File: config.mk
export PLATFORM = sky130hd
export DESIGN_NAME = isort_cell
export DESIGN_NICKNAME = d
export VERILOG_FILES = /design/src/rtl/assert_macros.svh /design/src/rtl/isort_pkg.sv /design/src/rtl/isort_cell.sv
export SDC_FILE = /design/constraint.sdc
export NUM_CORES = 1
export LEC_CHECK = 0
export ABC_AREA = 1
export BUFFER_PORTS_ARGS = -buffer_cell sky130_fd_sc_hd__buf_2
export CORE_MARGIN = 2
export CORE_UTILIZATION = 49
export DETAILED_ROUTE_END_ITERATION = 16
export PLACE_DENSITY = 0.87
export SLEW_MARGIN = 25
export SYNTH_ARGS = -nofsm -noshare
export SYNTH_HDL_FRONTEND = slang
export SYNTH_SLANG_ARGS = --single-unit
File: constraint.sdc
create_clock -name i_clk -period 6.25 [get_ports i_clk]
set_input_delay 0.625 -clock i_clk [delete_from_list [all_inputs] [get_ports i_clk]]
set_output_delay 0.625 -clock i_clk [all_outputs]
set_load 0.01 [all_outputs]
File: src/rtl/assert_macros.svh
// Assertion macros shared by the sorter RTL.
// Users must have i_clk and i_rst_n in scope.
`ifndef ASSERT_MACROS_SVH
`define ASSERT_MACROS_SVH

// Checked on every clock edge outside reset.
`define ISORT_ASSERT(lbl, prop, msg) \
    lbl: assert property (@(posedge i_clk) disable iff (!i_rst_n) prop) else $error(msg);

// Checked on every clock edge, reset included.
`define ISORT_ASSERT_ALWAYS(lbl, prop, msg) \
    lbl: assert property (@(posedge i_clk) prop) else $error(msg);

`endif

File: src/rtl/isort_pkg.sv
// Shared types and constants of the insertion sorter.
// No dependencies.
package isort_pkg;

    localparam int MAX_ITEMS = 64;
    localparam int VAL_W     = 32;
    localparam int CNT_W     = $clog2(MAX_ITEMS + 1);

    typedef logic signed [VAL_W-1:0] t_value;
    typedef logic [CNT_W-1:0]        t_count;

    // Per-cycle command broadcast to every cell of the chain.
    typedef struct packed {
        logic insert;   // place i_new_value, shifting larger entries up
        logic drain;    // shift the whole chain down by one
    } t_cell_ctl;

endpackage

File: src/rtl/isort_cell.sv
// One compare-and-shift cell of the sorting chain.
// Depends on isort_pkg.
module isort_cell (
    input  logic                 i_clk,
    input  logic                 i_rst_n,
    input  isort_pkg::t_cell_ctl i_ctl,
    input  isort_pkg::t_value    i_new_value,
    input  isort_pkg::t_value    i_left_value,
    input  logic                 i_left_valid,
    input  logic                 i_left_open,
    input  isort_pkg::t_value    i_right_value,
    input  logic                 i_right_valid,
    output logic                 o_open,
    output isort_pkg::t_value    o_value,
    output logic                 o_valid
);

    isort_pkg::t_value r_value;
    logic              r_valid;
    isort_pkg::t_value n_value;
    logic              n_valid;

    // Open: the new value belongs at or below this slot. Strictly greater
    // keeps equal values in arrival order.
    always_comb begin
        o_open  = !r_valid || (r_value > i_new_value);
        n_value = r_value;
        n_valid = r_valid;
        if (i_ctl.drain) begin
            n_value = i_right_value;
            n_valid = i_right_valid;
        end else if (i_ctl.insert && o_open) begin
            if (i_left_open) begin
                n_value = i_left_value;
                n_valid = i_left_valid;
            end else begin
                n_value = i_new_value;
                n_valid = 1'b1;
            end
        end
    end

    always_ff @(posedge i_clk) begin
        r_value <= n_value;
        if (!i_rst_n) begin
            r_valid <= 1'b0;
        end else begin
            r_valid <= n_valid;
        end
    end

    assign o_value = r_value;
    assign o_valid = r_valid;

endmodule

==> metrics.txt, run 1 <==
largest net degree at the start of global routing=63; die area=0.005870 mm²; clk root buf=clkbuf_8; Post-Syn Instances=between 300 and 400; post-synthesis cell type count=22; leading area contributor after synthesis=edfxtp_1; synth cell count leaders=70 x nand2_1, 43 x inv_1, 32 x edfxtp_1, 32 x ha_1; CTS Buf Count=5; Crit. End Element=output port; Slew Limit Headroom=a little over a third; CTS H-tree depth=2; Hold Violations, Final=0; fin cells=504; Cell Area, Synth=0.002584 mm²; Max Root-Sink Buffers=2; Hold Path Class=in -> reg; setup violators final=0; Worst setup startpoint=i_new_value[15]; ant diodes=0; most frequent cell after synthesis=nand2_1; largest family of logic cells by synthesized area=compound AO/OA/AOI/OAI gates; Area contributors post-synth=edfxtp_1 37%, ha_1 15%, nand2_1 10%; number of global-route vias before repair=2536; CTS tree=done; Main synth FF type=edfxtp_1; final worst slack=3.475 ns; Crit path arrival time=2.15 ns; Std-Cell Rows=26; final worst path period need=between 2 and 3 ns; Die W=76.62 µm; Starting Density=50.59%; flop2flop setup slack=3.55 ns; critical path class=in -> out; Worst EP required=5.62 ns; Yosys warning count=0; sequential-to-total area share from yosys stat=between 30 and 40%; drt pass-1 iters=6; grt ovf=0; via/cell ratio=5.119; Post-Synth Adder-Cell Area=15.50%; Worst Reg2Reg Path Length in Cells=15; CP Max Fanout=2; wire per inst=13.26 µm; Compound-Gate Fraction of Synth Area=22.37%; post-route design area=0.003372 mm²; nets=568; layout cell share with drive strength beyond 1=around a third; FFs w/ async S/R, synth=0%; Post-Place Cells=around 500; Tcrit/Tclk final=about 44%; Final HPWL DP=5129 µm; Leak=1.722 nW; CTS clock-pin slew for the worst setup and hold paths=approximately 0.07 ns; Placed Area=between 0.003 and 0.004 mm²; final wirelength=about 6700 µm; Simple-Gate Fraction of Synth Area=15.35%; status=finished clean; core area=0.005107 mm²; boundary pin count=137; maximum vdd ir drop=between 0.0001 and 0.00015 V; HP Start=i_rst_n; vias=2580; IO Port Bufs=136; Die Ht=~77 µm; reg2reg start=o_value[15]$_DFFE_PP_; Final Total Pwr=roughly 0.64 mW; PD cells=189.5 mW/mm²; # DRC=0; post-synthesis mux area share=0%; TNS Setup=0 ns; RR Endpoint=o_value[22]$_DFFE_PP_; Min Hold Slack=0.6104 ns; WHS Endpoint=o_valid$_SDFFE_PN0P_; clk sinks=33; WHS Path Cells=3; CTS resizes=0; Detail Route Antenna Nets=0; Startpoint Class=input pin; final max-slew violation count=0; number of flops mapped to enable cells by yosys=32; max frequency=0.3604 GHz; dpl ws=3.233 ns; gpl congestion=0.7592; area added between synthesis and finish=30.51%; utilization after layout=66.02%; cts-stage hold buffer count=0; RSZ-0062 raised after global routing=no; initial antenna violation count=0; first-pass GRT wire length=between 10000 and 15000 µm; Skew-Pair Late Insertion Delay=between 0.2 and 0.3 ns; GR Util All Layers=22.70%; Slew @ Worst Pin=0.9705 ns; Synth top area share=between 30% and 40%; Syn Area/Cell=~8.5 µm²; Setup Skew=0.007436 ns; post-synthesis register bit count=33; Post CTS Setup Buffer Count=0; iteration-0 DRC count of the detailed router=101; Max Cap Viol=0; Synthesized Nets=439; xor/xnor share of the synthesized area=0%
## worst max path at each step
stage / endpoint / cells past startpoint / slack (ns)
6_report: o_open / 16 / 3.48
3_3_place_gp: o_value[22]$_DFFE_PP_ / 15 / 3.31
3_5_place_dp: o_value[13]$_DFFE_PP_ / 13 / 3.23
5_1_grt: o_value[31]$_DFFE_PP_ / 13 / 3.35
2_1_floorplan: o_value[0]$_DFFE_PP_ / 12 / 3.68
4_1_cts: o_open / 13 / 3.50
## placed cells by master, fill, tap and decap left out, types with 5 or more instances in the layout
| master | synthesis | routed |
|---|---|---|
| inv_1 | 43 | 43 |
| ha_1 | 32 | 32 |
| nand2_2 | 5 | 5 |
| a21oi_1 | 20 | 20 |
| buf_2 | 0 | 135 |
| o21a_1 | 29 | 29 |
| o211ai_1 | 29 | 29 |
| edfxtp_1 | 32 | 32 |
| clkbuf_8 | 1 | 5 |
| nor2_1 | 15 | 15 |
| nand2_1 | 70 | 70 |
## routing by layer
metal	part of all wire (%)	routed length, µm	track usage [%]	vias up
met5	0	0	0	-
met4	2.0	133	8.182	0
met3	5.3	355	4.739	10
met2	53	3521	43.72	97
met1	40	2672	24.13	1169
li1	-	-	-	1304
## power breakdown
| part | switching, mW | internal [mW] | leakage (nW) | total [mW] |
|---|---|---|---|---|
| logic | 0.109 | 0.0895 | 1.35 | 0.198 |
| registers | 0.0124 | 0.272 | 0.328 | 0.285 |
| clock network | 0.0767 | 0.0792 | 0.0395 | 0.156 |
## cell type report
class | count | area (µm²)
repair buffers | 136 | 683.2
well taps | 70 | 87.58
flip-flops and latches | 33 | 980.9
clock buffers | 8 | 80.08
fillers | 436 | 1735
inverters | 44 | 165.2
multi-input cells | 213 | 1375
## critical path: stages
cell and delay [ns]:
buf_2 0.07, inv_1 0.05, ha_1 0.30, nand2_1 0.09
nor2_1 0.21, nand2_1 0.14, inv_1 0.07, nand2_1 0.05
nand2_1 0.05, nand2_1 0.06, nand2_1 0.06, nand2_1 0.05
nand2_1 0.05, nand2_1 0.05, nand2_2 0.07, buf_2 0.15
## logic make-up (layout without fill, tap and decap cells)
| logic type | count (synthesis) | in the layout |
|---|---|---|
| adder cells (fa/ha/maj) | 32 | 32 |
| AO/OA/AOI/OAI | 84 | 84 |
| buffers and inverters | 58 | 188 |
| flip-flops | 33 | 33 |
| AND/OR/NAND/NOR | 97 | 97 |
## state kept, by name (all words and copies together) (netlist names)
register  count
o_value      32
o_valid       1
Power figures use the tool's default switching activity.
==> inputs of run 2 (changes only) <==
Settings changed: CORE_UTILIZATION 49 to 46, PLACE_DENSITY 0.87 to 0.83.
Clock period 6.25 ns to 2.6 ns, I/O delays scaled along.
==> metrics.txt, run 2 (same netlist as run 1, synthesis figures left out) <==
status=finished clean; utilization after layout=63.01% (-3.0 points); die area=0.006232 mm² (+6.2%); CTS clock-pin slew for the worst setup and hold paths=0.07 ns (about the same); worst-path cell chain=ha_1, nand2_1, nor2_1, nand2_1, inv_1, nand2_1, nand2_1, nand2_1, nand2_1, nand2_1, nand2_1, nand2_1, nand2_2, nand2_2, nand2_2, buf_12; most frequent cells in the layout=136 x buf_2, 70 x nand2_1, 43 x inv_1; final worst slack=0.2920 ns (-3.183 ns); Final Total Pwr=1.540 mW (+140%); max frequency=between 0.4 and 0.5 GHz; Max Cap Viol=0 (unchanged); largest net degree at the start of global routing=36 (-43%); post-route design area=0.003448 mm² (+2.3%); RSZ-0062 raised after global routing=no; layout cell share with drive strength beyond 1=35.76% (+0.97 points); CTS resizes=0 (unchanged); worst path bufs/invs=2 (-2); IO Port Bufs=136 (unchanged); Tcrit/Tclk final=88.77%; Crit path arrival time=2.31 ns (+0.16 ns); via/cell ratio=5.094 (-0.49%); Skew-Pair Late Insertion Delay=0.28 ns (about the same); CP Max Fanout=14 (+12); Hold Violations, Final=0 (unchanged); clk root buf=clkbuf_8; Crit. End Element=register; CTS H-tree depth=2 (unchanged); GR Util All Layers=22.25% (-0.45 points); Post CTS Setup Buffer Count=0 (unchanged); dpl ws=0.2723 ns (-2.960 ns); clk sinks=33 (unchanged); final max-slew violation count=0 (unchanged); drt pass-1 iters=6 (unchanged); Startpoint Class=register; Hold Path Class=in -> reg; Std-Cell Rows=27 (+3.8%); Largest register FFs=32 (unchanged); core area=0.005473 mm² (+7.2%); gpl congestion=0.8615 (+13%); grt ovf=0 (unchanged); Starting Density=47.21% (-3.4 points); iteration-0 DRC count of the detailed router=108 (+6.9%); first-pass GRT wire length=10950 µm (+1.0%); boundary pin count=137 (unchanged); # DRC=0 (unchanged); max incr delay on CP=0.39 ns (+0.09 ns); area added between synthesis and finish=33.46%; Placed Area=0.003367 mm² (+2.4%); nets=573 (+0.88%); setup violators final=0 (unchanged); most common cell type on the critical path=nand2_1; wire per inst=13.26 µm (about the same); WHS Path Cells=3 (unchanged); maximum vdd ir drop=0.0002623 V (+110%); vias=2603 (+0.89%); Leak=1.763 nW (+2.4%); final worst path period need=2.308 ns; slowest CP cell=edfxtp_1; commonest non-fill, non-tap cell in the layout=buf_2; initial antenna violation count=0 (unchanged); Slew Limit Headroom=65.33% (+30 points); Worst Reg2Reg Path Length in Cells=16 (+1); Worst EP required=2.60 ns (-3.02 ns); Detail Route Antenna Nets=0 (unchanged); Die Ht=78.95 µm (+3.0%); CTS Buf Count=5 (unchanged); cts-stage hold buffer count=0 (unchanged); Setup Skew=0.006978 ns (-0.0004577 ns); Final HPWL DP=5457 µm (+6.4%); Slew @ Worst Pin=0.5193 ns (-0.4512 ns); TNS Setup=0 ns (unchanged); PD cells=446.6 mW/mm² (+140%); crit-path leading delay family=simple AND/OR/NAND/NOR gates; final wirelength=6777 µm (+1.4%); WP depth=16 (unchanged); CTS tree=done; ant diodes=0 (unchanged); number of global-route vias before repair=2529 (-0.28%); Die W=78.95 µm (+3.0%); Max Root-Sink Buffers=2 (unchanged); critical path class=reg -> reg
run 2: cell count changes in the layout (fill, tap and decap cells not counted):
cell / previous run / this run
buf_4: 1 / 2
buf_12: 0 / 3
clkinv_2: 0 / 1
clkbuf_1: 3 / 0
clkinv_1: 0 / 2
buf_2: 135 / 136
run 2: where the power goes:
| part | leakage (nW) | switching (mW) | internal, mW |
|---|---|---|---|
| clock | 0.0430 | 0.184 | 0.180 |
| combinational | 1.39 | 0.264 | 0.228 |
| sequential | 0.328 | 0.0304 | 0.653 |
run 2: tightest hold or removal path, delay by kind of cell:
| family | cells | cell delay (ns) |
|---|---|---|
| AO/OA/AOI/OAI | 2 | 0.10 |
| buffers and inverters | 1 | 0.10 |
run 2: area by class of cell:
class,count,area (µm²)
Clock inverter,3,12.51
Inverter,44,165.2
Timing Repair Buffer,141,755.7
Sequential cell,33,980.9
Clock buffer,5,68.82
Tap cell,72,90.09
Fill cell,492,2024
Multi-Input combinational cell,213,1375
run 2: path summary, 6_finish.rpt:
path	startpoint	end	slack (ns)
worst max-delay path	o_value[15]$_DFFE_PP_	o_value[26]$_DFFE_PP_	0.29
worst min-delay path	i_rst_n	o_valid$_SDFFE_PN0P_	0.22
worst max register to register	o_value[15]$_DFFE_PP_	o_value[26]$_DFFE_PP_	0.29
worst min register to register	o_valid$_SDFFE_PN0P_	o_valid$_SDFFE_PN0P_	0.61
run 2: stage by stage:
step	instances	hold WS (ns)
after floorplan	304	0.4009
after global placement	503	0.5183
after detailed placement	503	0.5203
after CTS	511	0.2166
after global routing	511	0.2267
final	511	0.2243
run 2: layer usage:
metal  GRT usage (%)  part of all wire (%)  wire (µm)  up-vias
met5               0                     0          0        -
met4           7.759                   1.9        130        0
met3           3.295                   5.4        367       13
met2           43.50                    53       3624       97
met1           24.18                    39       2654     1183
li1                -                     -          -     1310
